**src/rtl/bca_pkg.sv**
```systemverilog
// Package with the shared widths, codes, state type and control structs of the chunk allocator.
package bca_pkg;

  localparam int POOL_CHUNKS_DEF = 16;
  localparam int CHUNK_BYTES_DEF = 32;

  localparam int REQ_W    = 1;
  localparam int SIZE_W   = 5;
  localparam int START_W  = 4;
  localparam int STATUS_W = 2;
  localparam int OFFSET_W = 9;

  localparam logic [REQ_W-1:0] REQ_ALLOC = 1'b0;
  localparam logic [REQ_W-1:0] REQ_FREE  = 1'b1;

  localparam logic [STATUS_W-1:0] ST_OK   = 2'd0;
  localparam logic [STATUS_W-1:0] ST_FULL = 2'd1;
  localparam logic [STATUS_W-1:0] ST_BAD  = 2'd2;

  typedef enum logic [1:0] {
    S_IDLE,
    S_EXEC,
    S_SCAN,
    S_DONE
  } state_t;

  typedef struct packed {
    logic load_req;
    logic do_free;
    logic do_alloc;
    logic step;
    logic res_bad;
    logic res_full;
  } cmd_t;

  typedef struct packed {
    logic is_free;
    logic bad_size;
    logic slot_over;
    logic slot_free;
  } sts_t;

endpackage

```
**src/rtl/bca_ctrl.sv**
```systemverilog
// Controller state machine that sequences one request through decode and the slot scan.
module bca_ctrl (
  input  logic          clk,
  input  logic          rst_n,
  input  logic          start,
  output logic          busy,
  output logic          out_valid,
  input  bca_pkg::sts_t sts,
  output bca_pkg::cmd_t cmd
);

  bca_pkg::state_t state_r;
  bca_pkg::state_t state_nxt;

  always_ff @(posedge clk) begin
    if (!rst_n) begin
      state_r <= bca_pkg::S_IDLE;
    end else begin
      state_r <= state_nxt;
    end
  end

  always_comb begin
    state_nxt = state_r;
    cmd       = '0;
    busy      = 1'b0;
    out_valid = 1'b0;
    unique case (state_r)
      bca_pkg::S_IDLE, bca_pkg::S_DONE: begin
        out_valid = (state_r == bca_pkg::S_DONE);
        if (start) begin
          cmd.load_req = 1'b1;
          state_nxt    = bca_pkg::S_EXEC;
        end else begin
          state_nxt = bca_pkg::S_IDLE;
        end
      end
      bca_pkg::S_EXEC: begin
        busy = 1'b1;
        if (sts.is_free) begin
          cmd.do_free = 1'b1;
          state_nxt   = bca_pkg::S_DONE;
        end else if (sts.bad_size) begin
          cmd.res_bad = 1'b1;
          state_nxt   = bca_pkg::S_DONE;
        end else begin
          state_nxt = bca_pkg::S_SCAN;
        end
      end
      bca_pkg::S_SCAN: begin
        busy = 1'b1;
        if (sts.slot_over) begin
          cmd.res_full = 1'b1;
          state_nxt    = bca_pkg::S_DONE;
        end else if (sts.slot_free) begin
          cmd.do_alloc = 1'b1;
          state_nxt    = bca_pkg::S_DONE;
        end else begin
          cmd.step = 1'b1;
        end
      end
      default: begin
        state_nxt = bca_pkg::S_IDLE;
      end
    endcase
  end

endmodule

```
**src/rtl/bca_datapath.sv**
```systemverilog
// Datapath holding the used bitmap, the request, the slot pointer and the result registers.
module bca_datapath #(
  parameter int POOL_CHUNKS = bca_pkg::POOL_CHUNKS_DEF,
  parameter int CHUNK_BYTES = bca_pkg::CHUNK_BYTES_DEF
) (
  input  logic                           clk,
  input  logic                           rst_n,
  input  bca_pkg::cmd_t                  cmd,
  output bca_pkg::sts_t                  sts,
  input  logic [bca_pkg::REQ_W-1:0]      in_req_type,
  input  logic [bca_pkg::SIZE_W-1:0]     in_alloc_chunks,
  input  logic [bca_pkg::START_W-1:0]    in_free_start,
  input  logic [bca_pkg::SIZE_W-1:0]     in_free_chunks,
  output logic [bca_pkg::STATUS_W-1:0]   out_status,
  output logic [bca_pkg::START_W-1:0]    out_start_chunk,
  output logic [bca_pkg::SIZE_W-1:0]     out_size_chunks,
  output logic [bca_pkg::OFFSET_W-1:0]   out_byte_offset
);

  localparam int IW = $clog2(POOL_CHUNKS) + 1;
  localparam int SW = ((IW > bca_pkg::SIZE_W) ? IW : bca_pkg::SIZE_W) + 1;
  localparam logic [SW-1:0] POOL_SW = SW'(POOL_CHUNKS);
  localparam logic [bca_pkg::OFFSET_W-1:0] CB_LOW =
    bca_pkg::OFFSET_W'(CHUNK_BYTES % (1 << bca_pkg::OFFSET_W));

  logic [bca_pkg::REQ_W-1:0]    req_r;
  logic [bca_pkg::SIZE_W-1:0]   n_r;
  logic [bca_pkg::START_W-1:0]  fs_r;
  logic [bca_pkg::SIZE_W-1:0]   fn_r;
  logic [SW-1:0]                i_r;
  logic [POOL_CHUNKS-1:0]       used_r;
  logic [POOL_CHUNKS-1:0]       used_nxt;
  logic [bca_pkg::STATUS_W-1:0] status_r;
  logic [bca_pkg::START_W-1:0]  start_r;
  logic [bca_pkg::SIZE_W-1:0]   size_r;
  logic [bca_pkg::OFFSET_W-1:0] offset_r;

  logic [SW-1:0]                n_ext;
  logic [SW-1:0]                slot_end;
  logic [SW-1:0]                fs_ext;
  logic [SW-1:0]                free_end;
  logic [POOL_CHUNKS-1:0]       slot_mask;
  logic [POOL_CHUNKS-1:0]       free_mask;
  logic [bca_pkg::OFFSET_W-1:0] i_off;

  assign n_ext    = SW'(n_r);
  assign slot_end = i_r + n_ext;
  assign fs_ext   = SW'(fs_r);
  assign free_end = fs_ext + SW'(fn_r);
  assign i_off    = bca_pkg::OFFSET_W'(i_r);

  always_comb begin
    for (int k = 0; k < POOL_CHUNKS; k++) begin
      slot_mask[k] = (SW'(k) >= i_r) && (SW'(k) < slot_end);
      free_mask[k] = (SW'(k) >= fs_ext) && (SW'(k) < free_end) && (fs_ext < POOL_SW);
    end
  end

  assign sts.is_free   = (req_r == bca_pkg::REQ_FREE);
  assign sts.bad_size  = (n_r == '0) || (n_ext > POOL_SW);
  assign sts.slot_over = (slot_end > POOL_SW);
  assign sts.slot_free = ((slot_mask & used_r) == '0);

  always_comb begin
    used_nxt = used_r;
    if (cmd.do_free) begin
      used_nxt = used_r & ~free_mask;
    end else if (cmd.do_alloc) begin
      used_nxt = used_r | slot_mask;
    end
  end

  always_ff @(posedge clk) begin
    if (!rst_n) begin
      used_r <= '0;
    end else begin
      used_r <= used_nxt;
    end
  end

  always_ff @(posedge clk) begin
    if (cmd.load_req) begin
      req_r <= in_req_type;
      n_r   <= in_alloc_chunks;
      fs_r  <= in_free_start;
      fn_r  <= in_free_chunks;
      i_r   <= '0;
    end else if (cmd.step) begin
      i_r <= slot_end;
    end
    if (cmd.do_free || cmd.res_bad || cmd.res_full) begin
      status_r <= cmd.do_free ? bca_pkg::ST_OK
                : (cmd.res_bad ? bca_pkg::ST_BAD : bca_pkg::ST_FULL);
      start_r  <= '0;
      size_r   <= '0;
      offset_r <= '0;
    end else if (cmd.do_alloc) begin
      status_r <= bca_pkg::ST_OK;
      start_r  <= bca_pkg::START_W'(i_r);
      size_r   <= n_r;
      offset_r <= i_off * CB_LOW;
    end
  end

  assign out_status      = status_r;
  assign out_start_chunk = start_r;
  assign out_size_chunks = size_r;
  assign out_byte_offset = offset_r;

endmodule

```
**src/rtl/bitmap_chunk_allocator.sv**
```systemverilog
// Top level of the first-fit chunk allocator: controller plus bitmap datapath.
// A free or a rejected size goes from decode straight to done, where its result is shown.
// A successful allocate goes from decode into the slot scan, which checks aligned slots
// one per cycle, at most POOL_CHUNKS / size (rounded down), before it reaches done.
// A full pool checks every slot, then sees the scan run off the end and reports full.
// A new request may be accepted in the cycle its predecessor's result is shown.
// Reset clears the used bitmap to all free; results are never stalled.
module bitmap_chunk_allocator #(
  parameter int POOL_CHUNKS = bca_pkg::POOL_CHUNKS_DEF,
  parameter int CHUNK_BYTES = bca_pkg::CHUNK_BYTES_DEF
) (
  input  logic                           clk,
  input  logic                           rst_n,
  input  logic                           start,
  output logic                           busy,
  input  logic [bca_pkg::REQ_W-1:0]      in_req_type,
  input  logic [bca_pkg::SIZE_W-1:0]     in_alloc_chunks,
  input  logic [bca_pkg::START_W-1:0]    in_free_start,
  input  logic [bca_pkg::SIZE_W-1:0]     in_free_chunks,
  output logic                           out_valid,
  output logic [bca_pkg::STATUS_W-1:0]   out_status,
  output logic [bca_pkg::START_W-1:0]    out_start_chunk,
  output logic [bca_pkg::SIZE_W-1:0]     out_size_chunks,
  output logic [bca_pkg::OFFSET_W-1:0]   out_byte_offset
);

  bca_pkg::cmd_t cmd;
  bca_pkg::sts_t sts;

  bca_ctrl u_ctrl (
    .clk       (clk),
    .rst_n     (rst_n),
    .start     (start),
    .busy      (busy),
    .out_valid (out_valid),
    .sts       (sts),
    .cmd       (cmd)
  );

  bca_datapath #(
    .POOL_CHUNKS (POOL_CHUNKS),
    .CHUNK_BYTES (CHUNK_BYTES)
  ) u_datapath (
    .clk             (clk),
    .rst_n           (rst_n),
    .cmd             (cmd),
    .sts             (sts),
    .in_req_type     (in_req_type),
    .in_alloc_chunks (in_alloc_chunks),
    .in_free_start   (in_free_start),
    .in_free_chunks  (in_free_chunks),
    .out_status      (out_status),
    .out_start_chunk (out_start_chunk),
    .out_size_chunks (out_size_chunks),
    .out_byte_offset (out_byte_offset)
  );

endmodule

```
**config.mk**
```make
export PLATFORM = sky130hd
export DESIGN_NAME = bitmap_chunk_allocator
export DESIGN_NICKNAME = d
export VERILOG_FILES = /design/src/rtl/bca_pkg.sv /design/src/rtl/bca_ctrl.sv /design/src/rtl/bca_datapath.sv /design/src/rtl/bitmap_chunk_allocator.sv
export SDC_FILE = /design/constraint.sdc
export NUM_CORES = 1
export LEC_CHECK = 0
export BUFFER_PORTS_ARGS = -buffer_cell sky130_fd_sc_hd__buf_2
export CAP_MARGIN = 20
export CORE_ASPECT_RATIO = 0.6
export CORE_MARGIN = 5
export CORE_UTILIZATION = 35
export CTS_CLUSTER_DIAMETER = 50
export CTS_CLUSTER_SIZE = 20
export DETAILED_ROUTE_END_ITERATION = 8
export PLACE_DENSITY = 0.54
export SYNTH_ARGS = -nofsm -noshare
export SYNTH_HDL_FRONTEND = slang
export SYNTH_SLANG_ARGS = --single-unit
```
**constraint.sdc**
```tcl
create_clock -name clk -period 5.8 [get_ports clk]
set_clock_uncertainty 0.05 [all_clocks]
set_input_delay 1.16 -clock clk [delete_from_list [all_inputs] [get_ports clk]]
set_output_delay 1.16 -clock clk [all_outputs]
set_load 0.01 [all_outputs]
```
## After elaboration in Yosys (flattened, before gate mapping)

Cells that the tools add are included.

| storage, ports and cells | value |
|---|---|
| input port bits | 18 |
| bits in writable memories | 0 |
| memories | 0 |
| register bits after elaboration | 50 |
| bits in latches | 0 |
| memory bits (read-only) | 0 |

| operators by class | value |
|---|---|
| order comparisons | 67 |
| multipliers | 0 |
| divide/modulo/power cells | 0 |
| reduce and logical (&&, ||, !) cells | 58 |
| multiplexer cells | 27 |
| shift-type cells | 0 |
| equal/unequal tests | 4 |
| add/subtract/negate cells | 2 |
| bitwise operators | 4 |

Operator list:

| kind | number |
|---|---|
| $lt 4x6->1 const A | 16 |
| $ge 4x6->1 const A | 8 |
| $logic_and 1x1->1 | 48 |
| $lt 3x6->1 const A | 8 |
| $and 16x16->16 | 2 |
| $ge 4x4->1 const A | 8 |
| $mux 16 | 2 |
| $ge 3x6->1 const A | 4 |
| $lt 1x6->1 const A | 4 |
| $lt 2x6->1 const A | 4 |
| $ge 3x4->1 const A | 4 |
| $logic_not 16->1 | 1 |
| $mux 1 | 16 |
| $mux 2 | 8 |
| $not 16->16 | 1 |
| $or 16x16->16 | 1 |
| $ge 1x6->1 const A | 2 |
| $ge 2x6->1 const A | 2 |
| $ge 1x4->1 const A | 2 |
| $ge 2x4->1 const A | 2 |
| $add 4x5->6 | 1 |
| $add 6x5->6 | 1 |
| $gt 6x5->1 const B | 1 |
| $pmux 2 s3 | 1 |
| other kinds (10) | 15 |

## Logic depth before layout (Yosys ltp)

| logic depth | value |
|---|---|
| word-level depth | 10 |
| mapped depth | 14 |
| gate-level depth less buffers | 12 |

## Modules after synthesis

From an unflattened synthesis, not the netlist that was laid out.

| unflattened totals | value |
|---|---|
| cells, all modules | 389 |
| area total of the unflattened synthesis | 3365.7 sq um |

Modules (own cells, without submodules):

| module | times used | seq. area each (sq um) | cells an instance | area an instance (sq um) |
|---|---|---|---|---|
| bca_datapath | 1 | 1131.1 | 367 | 3179.3 |
| bca_ctrl | 1 | 40.0 | 22 | 186.4 |

## Worst setup path after synthesis

OpenSTA, ideal clock, no wires.

| path | value |
|---|---|
| path type | reg2reg |
| start | reg u_datapath.i_r[1] |
| end | reg u_datapath.status_r (netlist bit u_datapath.out_status[0]) (enable) |
| stages on the path, launching flop included | 15 |
| setup slack | 2139 ps |
| buffers on the path | 3 |
| arrival time | 3314 ps |
| setup time | 297 ps |
| cells stage by stage | dfxtp_1 -> clkbuf_1 -> inv_1 -> fa_1 -> nand2b_1 -> a21oi_1 -> xor2_1 -> buf_2 -> a21oi_1 -> a22oi_1 -> nor4_1 -> nand3_1 -> or2_4 -> clkbuf_1 -> nand2_1 |

| between the ends | value |
|---|---|
| cells in the longest elaborated chain, start to end | 9 |

Ends and longest elaborated chain:

| what | line | source |
|---|---|---|
| start, declared | bca_datapath.sv:30 | `logic [SW-1:0] i_r;` |
| start signal, assigned | bca_datapath.sv:89 | `i_r <= slot_end;` |
| $add 6x5->6 | bca_datapath.sv:47 | `assign slot_end = i_r + n_ext;` |
| $lt 1x6->1 (tied with other cells) | bca_datapath.sv:54 | `slot_mask[k] = (SW'(k) >= i_r) && (SW'(k) < slot_end);` |
| $logic_and 1x1->1 | bca_datapath.sv:54 |  |
| $and 16x16->16 | bca_datapath.sv:62 | `assign sts.slot_free = ((slot_mask & used_r) == '0);` |
| $logic_not 16->1 | bca_datapath.sv:62 |  |
| $mux 1 | bca_ctrl.sv:55 | `end else if (sts.slot_free) begin` |
| $mux 2 | bca_ctrl.sv:52 | `if (sts.slot_over) begin` |
| $mux 2 | bca_ctrl.sv:28 | `unique case (state_r)` |
| $reduce_bool 2->1 (no source line) (*) | -- |  |
| end signal, assigned | bca_datapath.sv:92 | `status_r <= cmd.do_free ? bca_pkg::ST_OK` |
| end signal, assigned | bca_datapath.sv:98 | `status_r <= bca_pkg::ST_OK;` |
| end, declared | bca_datapath.sv:33 | `logic [bca_pkg::STATUS_W-1:0] status_r;` |

Mark *: on every way between the ends. The rest lies on a longest branch, timed or not.
A chain may end at the register's enable or synchronous reset.

## Worst setup path after layout

| path | value |
|---|---|
| start | reg u_datapath.i_r[0] |
| end | reg u_datapath.used_r[10] |

| between the ends | value |
|---|---|
| cells in the longest elaborated chain, start to end | 9 |

Ends and longest elaborated chain:

| what | line | source |
|---|---|---|
| $add 6x5->6 | bca_datapath.sv:47 |  |
| $lt 1x6->1 (tied with other cells) | bca_datapath.sv:54 |  |
| $logic_and 1x1->1 | bca_datapath.sv:54 |  |
| $and 16x16->16 | bca_datapath.sv:62 |  |
| $logic_not 16->1 | bca_datapath.sv:62 |  |
| $mux 1 | bca_ctrl.sv:55 |  |
| $mux 2 | bca_ctrl.sv:52 |  |
| $mux 2 | bca_ctrl.sv:28 |  |
| $reduce_bool 2->1 (no source line) | -- |  |
| end signal, assigned | bca_datapath.sv:77 | `used_r <= used_nxt;` |
| end, declared | bca_datapath.sv:31 | `logic [POOL_CHUNKS-1:0] used_r;` |

Several ways; a longest one is shown, not always the timed one. The select of a mux whose other input is x is not followed.

==> results.json <==
{
  "status": "finished clean",
  "drc": 0,
  "tightest_slew_ps": 918,
  "r2r_start": "u_datapath.i_r[0]$_SDFFE_PP0P_",
  "post-route-period-util_pct": 73.9,
  "gp_congestion": 0.896,
  "htree_num_levels": 2,
  "initial_core_util_pct": 36.4,
  "root_buffer": "clkbuf_16",
  "clk_path_buf_depth": 2,
  "cts_setup_buffers": 0,
  "synth_edf_count": 17,
  "insertion_delay_ps": 290,
  "p_clk_share_pct": 13.5,
  "grt_pass1_vias": 2628,
  "hp-class": "flip-flop to flip-flop",
  "grt_max_degree": 23,
  "fp-row-count": 26,
  "drive_gt1_share_pct": 14.4,
  "critPathLaunch": "u_datapath.i_r[0]$_SDFFE_PP0P_",
  "report.final.hold_viol_count": 0,
  "tns_ps": 0,
  "switching_power_mw": 1.09,
  "worstPathMaxFanout": 22,
  "multiInputGateArea_sq_um": 1780,
  "ys_seq_area_share_pct": 37.4,
  "dp_cells": 494,
  "ys_types": 63,
  "avgSynthCellArea_sq_um": 8.54,
  "die_h_um": 83.3,
  "routed_via_density": 5.70,
  "ant_nets": 0,
  "n_fill_cell": 876,
  "die_area_sq_um": 11000,
  "dp_hpwl_um": 6960,
  "cts_tree": "yes",
  "hold_buffers": 0,
  "fin_nets": 421,
  "maxSlewViolCount": 0,
  "critical_path.endpoint_type": "flip-flop",
  "numCtsBuffers": 5,
  "fin_crit_ps": 4290,
  "ys.flop_type": "dfxtp_1",
  "rsz0062_at_grt": "no",
  "max_freq_ghz": 0.233,
  "clkSinkCount": 50,
  "ys_warn_count": 0,
  "portBuffers": 34,
  "syn_inst": 367,
  "setup_viol": 0,
  "setup.worst_path.class": "flip-flop to flip-flop",
  "ys_async_sr_fraction_pct": 0,
  "swShare_pct": 51.0,
  "pin_count": 40,
  "grt_pass1_wl_um": 14700,
  "combPwrFrac_pct": 59.2,
  "routed_wl_um": 9090,
  "regArea_sq_um": 1170,
  "layout_commonest_cell": "nand2_1",
  "start_kind": "flip-flop",
  "p_leak_nw": 1.35,
  "area_growth_syn_to_layout_pct": 11.0,
  "post_drt_wl_per_cell_um": 18.1,
  "powerDensity_nw_per_um2": 616,
  "vias": 2862,
  "total_power_mw": 2.14,
  "ys_ff_latch": 50,
  "synthesis.area_sq_um": 3140,
  "layout_common_cells": "40 x nand2_1, 35 x buf_2, 33 x dfxtp_1, 32 x nand3_1, 30 x nor2_1",
  "max_cap_violations": 0,
  "instances_no_fill": 502,
  "crit_arrival_ps": 4420,
  "track_usage_pct": 16.5,
  "post_cts_resized": 0,
  "gr-total-overflow": 0,
  "drt_iter0_drc": 244,
  "antenna_found_initial": 0,
  "path_clk_slew_ps": 60,
  "hp-start": "u_datapath.used_r[6]$_SDFFE_PN0P_",
  "power_frac_seq_pct": 27.4,
  "ir_drop_mv": 0.210,
  "coreArea_sq_um": 8620,
  "slew-limit-headroom_pct": 38.7,
  "die_x_um": 132,
  "final_util_pct": 40.4,
  "drtPass1Iterations": 4,
  "crit_required_ps": 5940,
  "p_int_mw": 1.05,
  "num_antenna_cells": 0
}
-- critical path, cell delays in order, from the launching register on --
cell	delay, ps
dfxtp_1	510
ha_1	240
inv_1	60
fa_1	430
nand2b_1	170
a21oi_1	150
xor2_1	80
buf_4	210
a2111oi_2	500
a211oi_1	200
a211oi_2	300
nand3_1	410
or2_4	510
o41ai_1	350
-- cells in the mapped netlist, drive strengths merged, types with 3 or more instances --
cell | instances | area, sq um
buf | 12 | 87.6
xor2 | 4 | 35.0
o311ai | 3 | 26.3
ha | 12 | 150
and3 | 4 | 25.0
nand2 | 40 | 150
nor3 | 13 | 65.1
nor2 | 31 | 119
a211oi | 6 | 50.1
o21ai | 22 | 110
nand3 | 32 | 160
nand3b | 3 | 22.5
edfxtp | 17 | 510
o31ai | 7 | 57.6
nor4b | 3 | 41.3
mux2i | 6 | 60.1
a21oi | 17 | 88.8
and2 | 3 | 18.8
inv | 14 | 52.6
nand4 | 3 | 18.8
clkbuf | 15 | 56.3
a31oi | 6 | 43.8
dfxtp | 33 | 661
nand2b | 6 | 37.5
o41ai | 4 | 35.0
xnor2 | 3 | 26.3
o21a | 5 | 37.5
o211ai | 10 | 75.1
-- per-stage QoR --
stage	area, sq um	hold WS [ps]	setup WS (ps)
floorplan	3150	390	2140
global placement	3340	404	1700
detailed placement	3340	406	1530
CTS	3480	423	1520
global route	3480	449	1160
finish	3480	422	1510
-- flip-flops by register name, summed over array words and instances (netlist names) --
signal,cells
u_ctrl.state_r,2
u_datapath.fn_r,5
u_datapath.out_status,2
u_datapath.i_r,6
u_datapath.n_r,5
u_datapath.fs_r,4
u_datapath.out_start_chunk,4
u_datapath.out_size_chunks,5
u_datapath.req_r,1
u_datapath.used_r,16
-- worst paths after layout --
kind / end / slack, ps / cells after the start
max: u_datapath.used_r[10]$_SDFFE_PN0P_ / 1510 / 13
min: u_datapath.used_r[6]$_SDFFE_PN0P_ / 420 / 1
max reg2reg: u_datapath.used_r[10]$_SDFFE_PN0P_ / 1510 / 13
min reg2reg: u_datapath.used_r[6]$_SDFFE_PN0P_ / 420 / 1
-- power by group through the flow --
stage / Clock, mW / Sequential [mW] / Combinational [mW]
final: 0.289 / 0.587 / 1.27
after global placement: 0 / 0.587 / 1.24
after detailed placement: 0 / 0.592 / 1.24
after floorplan: 0 / 0.558 / 0.921
after CTS: 0.296 / 0.584 / 1.24
after global routing: 0.311 / 0.602 / 1.40
-- area by class of cell --
cell class	instances	area share (%)
multi-input cells	280	51.2
flip-flops and latches	50	33.6
repair buffers	38	5.68
well taps	112	4.03
clock buffers	8	3.92
inverters	14	1.51
-- metal layers --
layer / part of all wire, % / GRT usage, % / vias up
li1: - / - / 1390
met1: 54 / 27.1 / 1333
met2: 36 / 20.1 / 129
met3: 9.1 / 5.13 / 10
met4: 1.1 / 3.51 / 0
met5: 0 / 0 / -
-- cell families (layout without fill, tap and decap cells) --
kind of cell | Yosys count | in the layout | synth area share, %
buf+inv | 41 | 60 | 6.26
other cells | 1 | 5 | 0.120
xor+xnor | 7 | 7 | 1.96
compound gates | 101 | 101 | 23.3
fa+ha+maj | 14 | 14 | 6.07
simple gates | 147 | 147 | 23.0
mux | 6 | 6 | 1.92
flops | 50 | 50 | 37.4
(Power assumes the default switching activity.)
